### config.mk
export PLATFORM = sky130hd
export DESIGN_NAME = crpa_ctrl
export DESIGN_NICKNAME = d
export VERILOG_FILES = /design/src/hw/rtl/crpa_pkg.sv /design/src/hw/rtl/crpa_ctrl.sv
export VERILOG_INCLUDE_DIRS = /design/src /design/src/hw/rtl
export SDC_FILE = /design/constraint.sdc
export NUM_CORES = 1
export LEC_CHECK = 0
export BUFFER_PORTS_ARGS = -buffer_cell sky130_fd_sc_hd__buf_4
export CAP_MARGIN = 10
export CORE_AREA = 3 3 48 50
export DETAILED_ROUTE_END_ITERATION = 8
export DIE_AREA = 0 0 51 53
export GPL_ROUTABILITY_DRIVEN = 0
export HOLD_SLACK_MARGIN = 0.06
export PLACE_DENSITY = 0.86
export RECOVER_POWER = 50
export SLEW_MARGIN = 10
export SYNTH_ARGS = -nofsm -noshare
export SYNTH_HDL_FRONTEND = slang
export SYNTH_SLANG_ARGS = --single-unit
### constraint.sdc
create_clock -name clk -period 1.7 [get_ports clk]
set_input_delay 0.085 -clock clk [delete_from_list [all_inputs] [get_ports clk]]
set_output_delay 0.085 -clock clk [all_outputs]
set_load 0.05 [all_outputs]
### src/hw/rtl/capped_run_page_allocator_assert.svh
// assertion macros shared by the allocator rtl
`ifndef CAPPED_RUN_PAGE_ALLOCATOR_ASSERT_SVH
`define CAPPED_RUN_PAGE_ALLOCATOR_ASSERT_SVH
`ifndef ASSERT_OFF
// checked only outside reset
`define CRPA_ASSERT(lbl, prop, msg) \
  lbl: assert property (@(posedge clk) disable iff (rst) prop) else $error(msg);
// checked on every edge, reset included
`define CRPA_ASSERT_ALWAYS(lbl, prop, msg) \
  lbl: assert property (@(posedge clk) prop) else $error(msg);
`else
`define CRPA_ASSERT(lbl, prop, msg)
`define CRPA_ASSERT_ALWAYS(lbl, prop, msg)
`endif
`endif

### src/hw/rtl/crpa_pkg.sv
package crpa_pkg;

  localparam int PAGES   = 4096;
  localparam int RUN_CAP = 4;

  localparam int PAGE_W = $clog2(PAGES);
  localparam int LIM_W  = PAGE_W + 1;
  localparam int CNT_W  = $clog2(RUN_CAP + 1);
  localparam int BEST_W = $clog2(RUN_CAP + 2);
  localparam int PRED_W = (RUN_CAP > 1) ? $clog2(RUN_CAP) : 1;

  // field widths of the ports
  localparam int ACTION_W = 2;
  localparam int FIRST_W  = 12;
  localparam int END_W    = 13;
  localparam int LEN_W    = 3;
  localparam int FOUND_W  = 12;
  localparam int STATUS_W = 2;
  localparam int CFG_W    = 13;
  localparam int CFG_IDX_W = 1;

  localparam logic [CFG_W-1:0]   PAGES_IN_USE_RST = CFG_W'(4096);
  localparam logic [FIRST_W-1:0] SEARCH_START_RST = FIRST_W'(256);

  // action codes
  localparam logic [ACTION_W-1:0] ACT_ALLOC   = 2'd0;
  localparam logic [ACTION_W-1:0] ACT_RELEASE = 2'd1;
  localparam logic [ACTION_W-1:0] ACT_SEARCH  = 2'd2;

  // status codes
  localparam logic [STATUS_W-1:0] STS_DONE      = 2'd0;
  localparam logic [STATUS_W-1:0] STS_NOT_FOUND = 2'd1;
  localparam logic [STATUS_W-1:0] STS_BAD_RANGE = 2'd2;

  // configuration register indexes
  localparam logic [CFG_IDX_W-1:0] REG_PAGES_IN_USE = 1'd0;
  localparam logic [CFG_IDX_W-1:0] REG_SEARCH_START = 1'd1;

  typedef struct packed {
    logic [ACTION_W-1:0] action;
    logic [FIRST_W-1:0]  first_page;
    logic [END_W-1:0]    end_page;
    logic [LEN_W-1:0]    run_length;
  } req_t;

  typedef struct packed {
    logic [FOUND_W-1:0]  found_page;
    logic [STATUS_W-1:0] status;
  } rsp_t;

  typedef enum logic [3:0] {
    S_CLEAR,
    S_IDLE,
    S_DISPATCH,
    S_ZERO,
    S_REL_RD,
    S_REL_END,
    S_REL_FILL,
    S_PRED_RD,
    S_PRED_EVAL,
    S_SEARCH,
    S_RESULT
  } state_t;

  typedef enum logic [2:0] {
    ADDR_HOLD,
    ADDR_FIRST,
    ADDR_END,
    ADDR_END_M1,
    ADDR_PRED,
    ADDR_START,
    ADDR_INC,
    ADDR_DEC
  } addr_op_t;

  typedef enum logic [1:0] {
    PREV_HOLD,
    PREV_ZERO,
    PREV_END,
    PREV_WANT
  } prev_op_t;

  typedef enum logic [1:0] {
    RES_DONE,
    RES_BAD,
    RES_SEARCH
  } res_kind_t;

  typedef struct packed {
    logic      capture;
    addr_op_t  addr_op;
    logic      rd_en;
    logic      wr_en;
    logic      wr_want;
    prev_op_t  prev_op;
    logic      k_init;
    logic      k_inc;
    logic      srch_eval;
    logic      res_load;
    res_kind_t res_kind;
  } cmd_t;

  typedef struct packed {
    logic [ACTION_W-1:0] action;
    logic range_bad;
    logic srch_skip;
    logic addr_lt_limit;
    logic addr_at_first;
    logic addr_at_end_m1;
    logic addr_last_page;
    logic pred_skip;
    logic pred_write;
    logic pred_more;
    logic dv;
    logic exact;
    logic out_free;
  } sts_t;

endpackage

### src/hw/rtl/crpa_ctrl.sv
`include "capped_run_page_allocator_assert.svh"
module crpa_ctrl import crpa_pkg::*; (
  input  logic clk,
  input  logic rst,
  input  logic in_valid,
  output logic in_stall,
  input  sts_t sts,
  output cmd_t cmd
);

  state_t    state, state_next;
  res_kind_t kind, kind_next;

  always_ff @(posedge clk) begin
    if (rst) begin
      state <= S_CLEAR;
      kind  <= RES_DONE;
    end else begin
      state <= state_next;
      kind  <= kind_next;
    end
  end

  always_comb begin
    state_next   = state;
    kind_next    = kind;
    cmd          = '0;
    cmd.addr_op  = ADDR_HOLD;
    cmd.prev_op  = PREV_HOLD;
    cmd.res_kind = kind;
    in_stall     = 1'b1;
    case (state)
      S_CLEAR: begin
        cmd.wr_en   = 1'b1;
        cmd.addr_op = ADDR_INC;
        if (sts.addr_last_page) begin
          state_next = S_IDLE;
        end
      end
      S_IDLE: begin
        in_stall = 1'b0;
        if (in_valid) begin
          cmd.capture = 1'b1;
          state_next  = S_DISPATCH;
        end
      end
      S_DISPATCH: begin
        kind_next = RES_DONE;
        case (sts.action)
          ACT_ALLOC: begin
            if (sts.range_bad) begin
              kind_next  = RES_BAD;
              state_next = S_RESULT;
            end else begin
              cmd.addr_op = ADDR_FIRST;
              state_next  = S_ZERO;
            end
          end
          ACT_RELEASE: begin
            if (sts.range_bad) begin
              kind_next  = RES_BAD;
              state_next = S_RESULT;
            end else begin
              cmd.addr_op = ADDR_END;
              state_next  = S_REL_RD;
            end
          end
          ACT_SEARCH: begin
            kind_next = RES_SEARCH;
            if (sts.srch_skip) begin
              state_next = S_RESULT;
            end else begin
              cmd.addr_op = ADDR_START;
              state_next  = S_SEARCH;
            end
          end
          default: begin
            kind_next  = RES_BAD;
            state_next = S_RESULT;
          end
        endcase
      end
      S_ZERO: begin
        cmd.wr_en = 1'b1;
        if (sts.addr_at_end_m1) begin
          cmd.prev_op = PREV_ZERO;
          if (sts.pred_skip) begin
            state_next = S_RESULT;
          end else begin
            cmd.addr_op = ADDR_PRED;
            cmd.k_init  = 1'b1;
            state_next  = S_PRED_RD;
          end
        end else begin
          cmd.addr_op = ADDR_INC;
        end
      end
      S_REL_RD: begin
        cmd.rd_en  = 1'b1;
        state_next = S_REL_END;
      end
      S_REL_END: begin
        cmd.prev_op = PREV_END;
        cmd.addr_op = ADDR_END_M1;
        state_next  = S_REL_FILL;
      end
      S_REL_FILL: begin
        cmd.wr_en   = 1'b1;
        cmd.wr_want = 1'b1;
        cmd.prev_op = PREV_WANT;
        if (sts.addr_at_first) begin
          if (sts.pred_skip) begin
            state_next = S_RESULT;
          end else begin
            cmd.addr_op = ADDR_PRED;
            cmd.k_init  = 1'b1;
            state_next  = S_PRED_RD;
          end
        end else begin
          cmd.addr_op = ADDR_DEC;
        end
      end
      S_PRED_RD: begin
        cmd.rd_en  = 1'b1;
        state_next = S_PRED_EVAL;
      end
      S_PRED_EVAL: begin
        state_next = S_RESULT;
        if (sts.pred_write) begin
          cmd.wr_en   = 1'b1;
          cmd.wr_want = 1'b1;
          cmd.prev_op = PREV_WANT;
          if (sts.pred_more) begin
            cmd.addr_op = ADDR_DEC;
            cmd.k_inc   = 1'b1;
            state_next  = S_PRED_RD;
          end
        end
      end
      S_SEARCH: begin
        cmd.srch_eval = 1'b1;
        if (sts.addr_lt_limit) begin
          cmd.rd_en   = 1'b1;
          cmd.addr_op = ADDR_INC;
        end
        if (sts.exact || (!sts.addr_lt_limit && !sts.dv)) begin
          state_next = S_RESULT;
        end
      end
      S_RESULT: begin
        if (sts.out_free) begin
          cmd.res_load = 1'b1;
          state_next   = S_IDLE;
        end
      end
      default: begin
        state_next = S_CLEAR;
      end
    endcase
  end

  `CRPA_ASSERT_ALWAYS(a_reset_clears, rst |=> state == S_CLEAR, "reset must start the clearing pass")
  `CRPA_ASSERT(a_wr_in_limit, (cmd.wr_en && state != S_CLEAR) |-> sts.addr_lt_limit, "range write past page limit")
  `CRPA_ASSERT(a_load_free, cmd.res_load |-> sts.out_free, "result loaded over a held beat")
  `CRPA_ASSERT(a_idle_quiet, state == S_IDLE |-> !cmd.wr_en && !cmd.rd_en, "store access while idle")

endmodule

==> results of run 1 <==
[layout by cell type, fill, tap and decap left out, types with 2 or more instances in the layout]
master     n
dfxtp_1    2
o21ai_0    3
nand4_1    2
dfxtp_4    3
and3_1     2
a21o_1     3
buf_8      2
buf_4     44
nor2b_1    5
and2b_1    3
a21oi_2    3
nor2_1     9
nor3_2     2
nand3b_1   2
nand3_1    4
o21ai_1    3
nor3b_1    2
nand2b_1   3
clkbuf_4   3
nor4b_2    2
mux2i_1    2
o21ai_2    2
o31ai_1    2
nand2_1    9
buf_6      4
a21oi_1    7
o21bai_2   2
a32oi_1    2
clkbuf_1   2
nand3_2    2
inv_1      4
[sequential cells by signal, summed over array words and instances, names as in the netlist]
register  flops
kind          2
state         4
[per-layer routing]
layer | vias to the layer above | part of all wire, % | global-route usage [%]
li1 | 573 | - | -
met1 | 578 | 36 | 26.9
met2 | 80 | 52 | 46.8
met3 | 22 | 7.8 | 1.97
met4 | 0 | 4.2 | 8.52
met5 | - | 0 | 0
[through the flow]
step | setup TNS [ns] | instances | instance area, um^2 | total power [W]
2_1_floorplan | -0.0669 | 122 | 956 | 0.00170
3_3_place_gp | 0 | 187 | 1290 | 0.00221
3_5_place_dp | 0 | 187 | 1290 | 0.00225
4_1_cts | 0 | 193 | 1400 | 0.00263
5_1_grt | -0.275 | 202 | 1510 | 0.00307
6_report | -0.0696 | 202 | 1510 | 0.00294
[worst max-delay path by stage]
stage,start,end,slack [ns],cells after the start
6_report,state[0]$_SDFFE_PP0P_,cmd[13],-0.05,6
5_1_grt,state[0]$_SDFFE_PP0P_,cmd[13],-0.07,6
4_1_cts,state[2]$_SDFFE_PP0P_,cmd[8],0.0002,7
3_5_place_dp,state[3]$_SDFFE_PP0P_,state[2]$_SDFFE_PP0P_,0.02,5
3_3_place_gp,state[3]$_SDFFE_PP0P_,state[2]$_SDFFE_PP0P_,0.11,5
2_1_floorplan,state[3]$_SDFFE_PP0P_,cmd[10],-0.07,4
[logic make-up after synthesis]
kind of cell,synth area share (%)
AND/OR/NAND/NOR,41.4
multiplexers,2.16
flip-flops,13.0
buffers and inverters,8.50
AO/OA/AOI/OAI,34.0
XOR/XNOR,0.945
[worst min-delay path, stage by stage]
cell and delay (ns):
buf_4 0.11, nor3b_2 0.06, nand2_1 0.08, a221oi_2 0.06
[power groups by stage]
stage	Sequential [W]	Combinational, W	Clock, W
finish	0.000287	0.00252	0.000137
global route	0.000292	0.00264	0.000143
CTS	0.000287	0.00221	0.000136
detailed placement	0.000267	0.00199	0
global placement	0.000265	0.00194	0
floorplan	0.000278	0.00142	0
[area by class of cell]
class / instances / area [um^2] / area share [%]
Inverter: 5 / 18.8 / 1.24
Multi-Input combinational cell: 103 / 790 / 52.4
Tap cell: 27 / 33.8 / 2.24
Timing Repair Buffer: 58 / 510 / 33.9
Clock buffer: 3 / 22.5 / 1.49
Sequential cell: 6 / 133 / 8.80
[what timing repair did]
action | CTS | global route
endpoints found under the setup margin | 4 | 7
hold buffers | 0 | 1
setup buffers | 2 | 7
gates resized for setup | 14 | 10
pin swaps | 6 | 3
cloned | 1 | 1
endpoints found under the hold margin | 0 | 1
==> metrics.md, run 1 <==
| Metric | Value |
|---|---|
| CP Cell Sequence | buf_8 > and2b_2 > a22o_1 > a21oi_2 > nand3_1 > buf_6 |
| Synth Net Count | 139 |
| Antenna-violating nets left | 0 |
| Hold slack final | just under 0.2 ns |
| DR vias | approximately 1300 |
| Die width | ~51 um |
| Critical path peak fanout | 6 |
| Vias in the first global route | about 1200 |
| Worst skew pair latency | 0.25 ns |
| Crit path buf inv count | 2 |
| Via/cell ratio | 6.20 |
| Synth Warn # | 0 |
| Clock power share | around 4.7% |
| WP data required | roughly 1.6 ns |
| Antenna violations before repair | 0 |
| Largest net degree at the start of global routing | 15 |
| Netlist area before placement | roughly 930 um^2 |
| Min-delay worst type | input port to flip-flop |
| WL per Instance | 18.5 um |
| Clock Tree Buf Depth | 2 |
| Syn Area/Cell | roughly 7.6 um^2 |
| Pint | between 0.001 and 0.0015 W |
| Psw | ~0.0016 W |
| Drt initial violations | 58 |
| Yosys top cell by area | dfxtp_1 |
| Initial core utilization | a little under half |
| Setup crit end kind | output pin |
| Nets@finish | about 190 |
| Flops & latches, synth | 6 |
| Area contributors post-synth | dfxtp_1, a21oi_1, nand2_1, nor2_1, buf_6 |
| Crit share post-route | 103% |
| H-tree depth | 1 |
| Max-slew violation count | 0 |
| Post-synth EDFFs | 0 |
| Worst-case clock skew | between 0.002 and 0.003 ns |
| DRC errors left | 0 |
| CTS tree | yes |
| Commonest cells in the netlist | nand2_1, a21oi_1, nor2_1 |
| Total gr overflow | 0 |
| Final Hold Viols | 0 |
| GRT Total Usage | between 20 and 25% |
| Slew HR | about three fifths |
| Worst IR Drop VDD | roughly 1.5 mV |
| Die Span Y | between 50 and 60 um |
| Final Setup Violations | 2 |
| Worst Path Arrival | about 1.7 ns |
| CP max stage cell | dfxtp_4 |
| Async set-reset flop share out of synthesis | 0% |
| CP top delay family | compound AO/OA/AOI/OAI gates |
| R2R Path End | state[2]$_SDFFE_PP0P_ |
| Worst Max-Slew Pin Slew | about 0.60 ns |
| Register area share after synthesis | between 10% and 20% |
| Post-place setup slack | about 0.018 ns |
| Worst min-delay path startpoint | sts[8] |
| Filler cells | ~140 |
| Worst Reg-to-Reg Cells | 5 |
| Combinational group share of total power | a little under nine tenths |
| Static Leak | between 0.6 and 0.7 nW |
| Reg clk slew, reported paths | about 0.05 ns |
| Sw frac | 52.9% |
| Violated checks | setup timing |
| Worst Hold Depth | 4 |
| Row count | 16 |
| Syn Inst Count | ~120 |
| Main synth FF type | dfxtp_1 |
| Worst Setup Path Type | flip-flop to output pin |
| CP peak stage delay | approximately 0.37 ns |
| Sink Count | 6 |
| Detailed Routing Iterations Pass 1 | 4 |
| Share of cells above drive strength 1 | a little over half |
| Hpwl dp | 2240 um |
| WL final | approximately 3700 um |
| Unrepaired setup endpoints after global routing | true |
| Port Buffers | 32 |
| Hold EP | state[2]$_SDFFE_PP0P_ |
| Most common cell in the netlist | nand2_1 |
| First-pass GRT wire length | approximately 5100 um |
| Core area | ~2000 um^2 |
| Crit path time final | about 1.8 ns |
| Startpoint types | flip-flop |
| CTS buffer count | 3 |
| Yosys top cell area share | 13.0% |
| Pwr dens | 1950 nW/um^2 |
| Fmax | between 500 and 600 MHz |
| Cell variety after synth | 54 |
| Status | finished, violations left |
| Max_cap viols | 0 |
| Flop pwr share | 9.8% |
| Num ports | 33 |
| Fin util | between 70% and 80% |
| Worst setup margin | -0.0511 ns |
| R2R Setup Slk | around 0.05 ns |
| # diodes | 0 |
| Critical R2R Launch | state[3]$_SDFFE_PP0P_ |
| Die area | between 2000 and 3000 um^2 |
| Layout area overhead | 62.6% |
| CTS Root Cell | clkbuf_4 |
Power figures use the tool's default switching activity.
==> inputs of run 2 (changes only) <==
CORE_AREA = 3 3 46 48   (was 3 3 48 50)
DIE_AREA = 0 0 49 51   (was 0 0 51 53)
PLACE_DENSITY = 0.92   (was 0.86)
clock period = 2.04 ns   (was 1.7 ns; I/O delays follow)
==> run 2 against run 1 <==
  * Largest cell class unchanged
  * Cell count is 11% lower
  * Flip-flop and latch count unchanged
  * The run now ends clean
  * Critical endpoint is now cmd[11]
  * Critical path depth is 1 lower
  * Largest power group unchanged
  * Count of clock-buffer cells in the layout did not move
  * Hold slack got worse by 0.11 ns
  * Via count is 13% lower
  * Non-clock buffer count is 20 lower
  * Design area is 20% lower
  * Wire length shrank 31%
  * Sequential share of layout area up 1.4 points
==> metrics.md, run 2 (synthesized netlist as in run 1, its figures left out) <==
| Metric | Value |
|---|---|
| Status | completed |
| Reg clk slew, reported paths | around 0.050 ns |
| Die Span Y | 51 um |
| Leading cell types in the layout, fill and taps excluded | buf_4, nand2_1, nor2_1, a21oi_1 |
| Largest net degree at the start of global routing | 18 |
| CTS buffer count | 3 |
| Slew HR | between 60 and 70% |
| Detailed Routing Iterations Pass 1 | 4 |
| Tot Pwr | around 0.0018 W |
| Num ports | 33 |
| Setup crit end kind | output pin |
| WL final | between 2000 and 3000 um |
| Min-delay worst type | input port to flip-flop |
| M1 WL | 1100 um |
| Core area | 1750 um^2 |
| Via/cell ratio | around 6.0 |
| Worst IR Drop VDD | roughly 1.3 mV |
| Final Setup Violations | 0 |
| Number of flip-flops in the largest register | 4 |
| Worst Setup Path Type | flip-flop to output pin |
| Sink Count | 6 |
| Row count | 15 |
| Die area | 2500 um^2 |
| GRT Total Usage | between 20% and 30% |
| Worst Max-Slew Pin Slew | approximately 0.6 ns |
| Startpoint types | flip-flop |
| Worst Path Arrival | about 1.8 ns |
| Max Used Layer | met4 |
| Filler cells | between 150 and 200 |
| H-tree depth | 1 |
| Vias in the first global route | 1026 |
| Final Hold Viols | 0 |
| CTS tree | yes |
| Fmax | slightly above 500 MHz |
| Share of cells above drive strength 1 | a little under two fifths |
| Antenna-violating nets left | 0 |
| Clock Tree Buf Depth | 2 |
| Nets@finish | 174 |
| Max_cap viols | 0 |
| First-pass GRT wire length | between 4000 and 5000 um |
| Crit path time final | between 1.5 and 2 ns |
| Drt initial violations | 27 |
| Commonest non-fill, non-tap cell in the layout | buf_4 |
| CP peak stage delay | roughly 0.67 ns |
| Hpwl dp | approximately 2100 um |
| Crit path buf inv count | 1 |
| Met2 Wirelength | approximately 1200 um |
| # diodes | 0 |
| Postcts setup bufs | 0 |
| CTS Root Cell | clkbuf_4 |
| CP Cell Sequence | and2b_1 > and4_1 > a21oi_1 > o21ai_0 > buf_4 |
| Critical path peak fanout | 17 |
| Port Buffers | 32 |
| Die width | a little under 50 um |
| Setup TNS | 0 ns |
| Met3 routed WL | 215 um |
| Worst-case clock skew | approximately 0.0032 ns |
| Antenna violations before repair | 0 |
| CP top delay family | flip-flops |
| Layout area overhead | 29.7% |
| Max-slew violation count | 0 |
| Pwr dens | around 1500 nW/um^2 |
| Initial core utilization | 53.1% |
| Crit share post-route | a little over nine tenths |
| CP max stage cell | dfxtp_1 |
| Largest Register | state |
| Worst skew pair latency | 0.25 ns |
| Unrepaired setup endpoints after global routing | false |
| WL per Instance | about 14 um |
| Static Leak | 0.518 nW |
| DR vias | 1087 |
| Largest regs | state: 4 flops, kind: 2 flops |
| WP data required | 1.94 ns |
| DRC errors left | 0 |
| Total gr overflow | 0 |
-- run 2: cell count changes in the layout (fill, tap and decap cells not counted), sizes merged --
cell / change
clkbuf: +2
bufbuf: -1
dlygate4sd3: -1
buf: -20
-- run 2: worst paths after layout --
check	start	end	slack, ns	cells after the start
max reg2reg	state[3]$_SDFFE_PP0P_	state[3]$_SDFFE_PP0P_	0.33	5
min	rst	state[2]$_SDFFE_PP0P_	0.09	2
max	state[3]$_SDFFE_PP0P_	cmd[11]	0.10	5
min reg2reg	kind[0]$_SDFFE_PP0P_	kind[0]$_SDFFE_PP0P_	0.51	2
-- run 2: layout make-up --
cell class | instances | area [um^2] | share of cell area, %
Clock buffer | 3 | 22.5 | 1.87
Inverter | 5 | 18.8 | 1.56
Multi-Input combinational cell | 103 | 741 | 61.6
Sequential cell | 6 | 123 | 10.2
Tap cell | 25 | 31.3 | 2.60
Timing Repair Buffer | 38 | 267 | 22.2
-- run 2: routing by layer --
layer | track usage, % | vias to the layer above
met5 | 0 | -
met4 | 6.16 | 0
met3 | 6.71 | 4
met2 | 37.1 | 52
met1 | 26.5 | 504
li1 | - | 527
-- run 2: power by group --
group	internal, W	leakage (nW)	switching [W]	total (W)
registers	0.000160	0.0500	0.0000964	0.000256
logic	0.000531	0.454	0.000948	0.00148
clock network	0.0000667	0.0138	0.0000450	0.000112
-- run 2: worst register-to-register path, stage by stage (launching register included) --
cell      delay (ns)
dfxtp_1         0.67
buf_4           0.25
and4bb_1        0.21
o21bai_2        0.10
and3_2          0.22
a311oi_2        0.19
-- run 2: timing repair --
action / CTS / global route
resized for setup: 0 / 2
hold buffers: 0 / 0
setup endpoints to repair: 0 / 4
-- run 2: per-stage QoR --
step           cell area, um^2  hold slack, ns  std cells  worst slack [ns]  util, %
2_1_floorplan              940           0.168        122           0.00466        -
3_3_place_gp              1200           0.335        177             0.406     68.5
3_5_place_dp              1200           0.335        177             0.333     68.5
4_1_cts                   1220          0.0767        180            0.0699     69.8
5_1_grt                   1200          0.0732        180           0.00340     68.9
6_report                  1200          0.0866        180             0.102     68.9
==> inputs of run 3 (changes only) <==
CELL_PAD_IN_SITES_DETAIL_PLACEMENT = 1   (was not set)
CELL_PAD_IN_SITES_GLOBAL_PLACEMENT = 1   (was not set)
CORE_AREA = 3 3 55 57   (was 3 3 46 48)
DIE_AREA = 0 0 58 60   (was 0 0 49 51)
PLACE_DENSITY = 0.9   (was 0.92)
TNS_END_PERCENT = 20   (was not set)
==> run 3 against run 2 <==
  * Count of clock-buffer cells in the layout unchanged
  * Wire length increased by 22%
  * Power increased by 3.3%
  * Via count decreased by 0.83%
  * Utilization decreased by 20 points
  * Clock power about the same
  * Sequential power increased by 24%
  * Sequential share of layout area about the same
==> metrics.md, run 3 (synthesized netlist as in run 1, its figures left out) <==
| Metric | Value |
|---|---|
| Worst skew pair latency | ~0.25 ns |
| WP data required | 1.94 ns |
| Vias in the first global route | 1162 |
| Setup crit end kind | output pin |
| Leading cell types in the layout, fill and taps excluded | buf_4, nand2_1, nor2_1, a21oi_1, o21ai_0 |
| Sink Count | 6 |
| H-tree depth | 1 |
| Slew HR | between 50 and 60% |
| # diodes | 0 |
| Worst Setup Path Type | flip-flop to output pin |
| Unrepaired setup endpoints after global routing | false |
| Worst Max-Slew Pin Slew | around 0.62 ns |
| DRC errors left | 0 |
| Filler cells | approximately 340 |
| Row count | 18 |
| Port Buffers | 32 |
| Core area | 2520 um^2 |
| GRT Total Usage | 18.7% |
| Final Setup Violations | 0 |
| Initial core utilization | a little under two fifths |
| CTS Root Cell | clkbuf_4 |
| Cell Area, Placed | 1220 um^2 |
| Crit path time final | roughly 1.9 ns |
| Commonest non-fill, non-tap cell in the layout | buf_4 |
| Static Leak | about 0.54 nW |
| Layout area overhead | 31.8% |
| Post-CTS Hold Fix Bufs | 0 |
| Number of flip-flops in the largest register | 4 |
| Critical path peak fanout | 17 |
| CP max stage cell | dfxtp_2 |
| Max-slew violation count | 0 |
| Cells resized by post-CTS repair | 3 |
| Clock Tree Buf Depth | 2 |
| Die width | 58 um |
| Num ports | 33 |
| Share of cells above drive strength 1 | 39.9% |
| Antenna-violating nets left | 0 |
| Largest net degree at the start of global routing | 23 |
| Worst-case clock skew | 0.00450 ns |
| CTS buffer count | 3 |
| Drt initial violations | 27 |
| CP Cell Sequence | and2b_1 > and4_1 > a21oi_1 > o21ai_0 > buf_4 |
| WL per Instance | ~17 um |
| Worst Path Arrival | between 1.5 and 2 ns |
| CP peak stage delay | ~0.53 ns |
| Die area | between 3000 and 4000 um^2 |
| First-pass GRT wire length | between 5000 and 6000 um |
| CP top delay family | flip-flops |
| Nets@finish | roughly 180 |
| Largest Register | state |
| WL final | 3150 um |
| Worst IR Drop VDD | between 0.8 and 0.9 mV |
| Crit share post-route | about 92% |
| Max_cap viols | 0 |
| Status | completed |
| Die Span Y | about 60 um |
| Post-place setup slack | 0.205 ns |
| Largest regs | state: 4 flops, kind: 2 flops |
| Pwr dens | about 1600 nW/um^2 |
| Hold slack final | 0.0740 ns |
| Min-delay worst type | input port to flip-flop |
| Detailed Routing Iterations Pass 1 | 4 |
| Crit path buf inv count | 1 |
| Total gr overflow | 0 |
| Antenna violations before repair | 0 |
| Worst setup margin | about 0.16 ns |
| Postcts setup bufs | 0 |
| Hpwl dp | 2550 um |
| Via/cell ratio | between 5 and 6 |
| Reg clk slew, reported paths | about 0.04 ns |
| DR vias | 1078 |
| Fmax | 533 MHz |
| Final Hold Viols | 0 |
| Startpoint types | flip-flop |
| CTS tree | yes |
| Cell area after layout | about 1200 um^2 |
run 3: report_power, final:
part / internal (W) / total [W] / switching, W / leakage, nW
Sequential: 0.000164 / 0.000318 / 0.000153 / 0.0506
Clock: 0.0000667 / 0.000112 / 0.0000452 / 0.0138
Combinational: 0.000555 / 0.00148 / 0.000924 / 0.473
Total: 0.000786 / 0.00191 / 0.00112 / 0.538
run 3: metal layers:
layer / GRT usage (%) / routed length, um / vias up / share of wire, %
li1: - / - / 532 / -
met1: 22.9 / 1390 / 518 / 44
met2: 34.8 / 1620 / 24 / 51
met3: 2.38 / 101 / 4 / 3.2
met4: 3.97 / 39 / 0 / 1.2
met5: 0 / 0 / - / 0
run 3: path summary, 6_finish.rpt:
check	from	endpoint	slack [ns]	depth (start not counted)
min reg2reg	kind[1]$_SDFFE_PP0P_	kind[1]$_SDFFE_PP0P_	0.49	2
max	state[0]$_SDFFE_PP0P_	cmd[11]	0.16	5
min	rst	state[3]$_SDFFE_PP0P_	0.07	2
max reg2reg	state[1]$_SDFFE_PP0P_	state[1]$_SDFFE_PP0P_	0.20	5
run 3: layout make-up:
type / instances / area, um^2 / area share [%]
sequential: 6 / 125 / 10.2
timing repair buffer: 41 / 293 / 24.0
inverter: 5 / 18.8 / 1.54
multi-input combinational: 103 / 726 / 59.4
tap: 30 / 37.5 / 3.07
clock buffer: 3 / 22.5 / 1.84
run 3: stage by stage:
step	util (%)	cells	power (W)	TNS, ns
floorplan	-	122	0.00139	-0.0253
global route	48.5	188	0.00204	0
detailed placement	48.4	185	0.00182	0
finish	48.5	188	0.00191	0
global placement	48.4	185	0.00176	0
CTS	49.4	188	0.00194	0
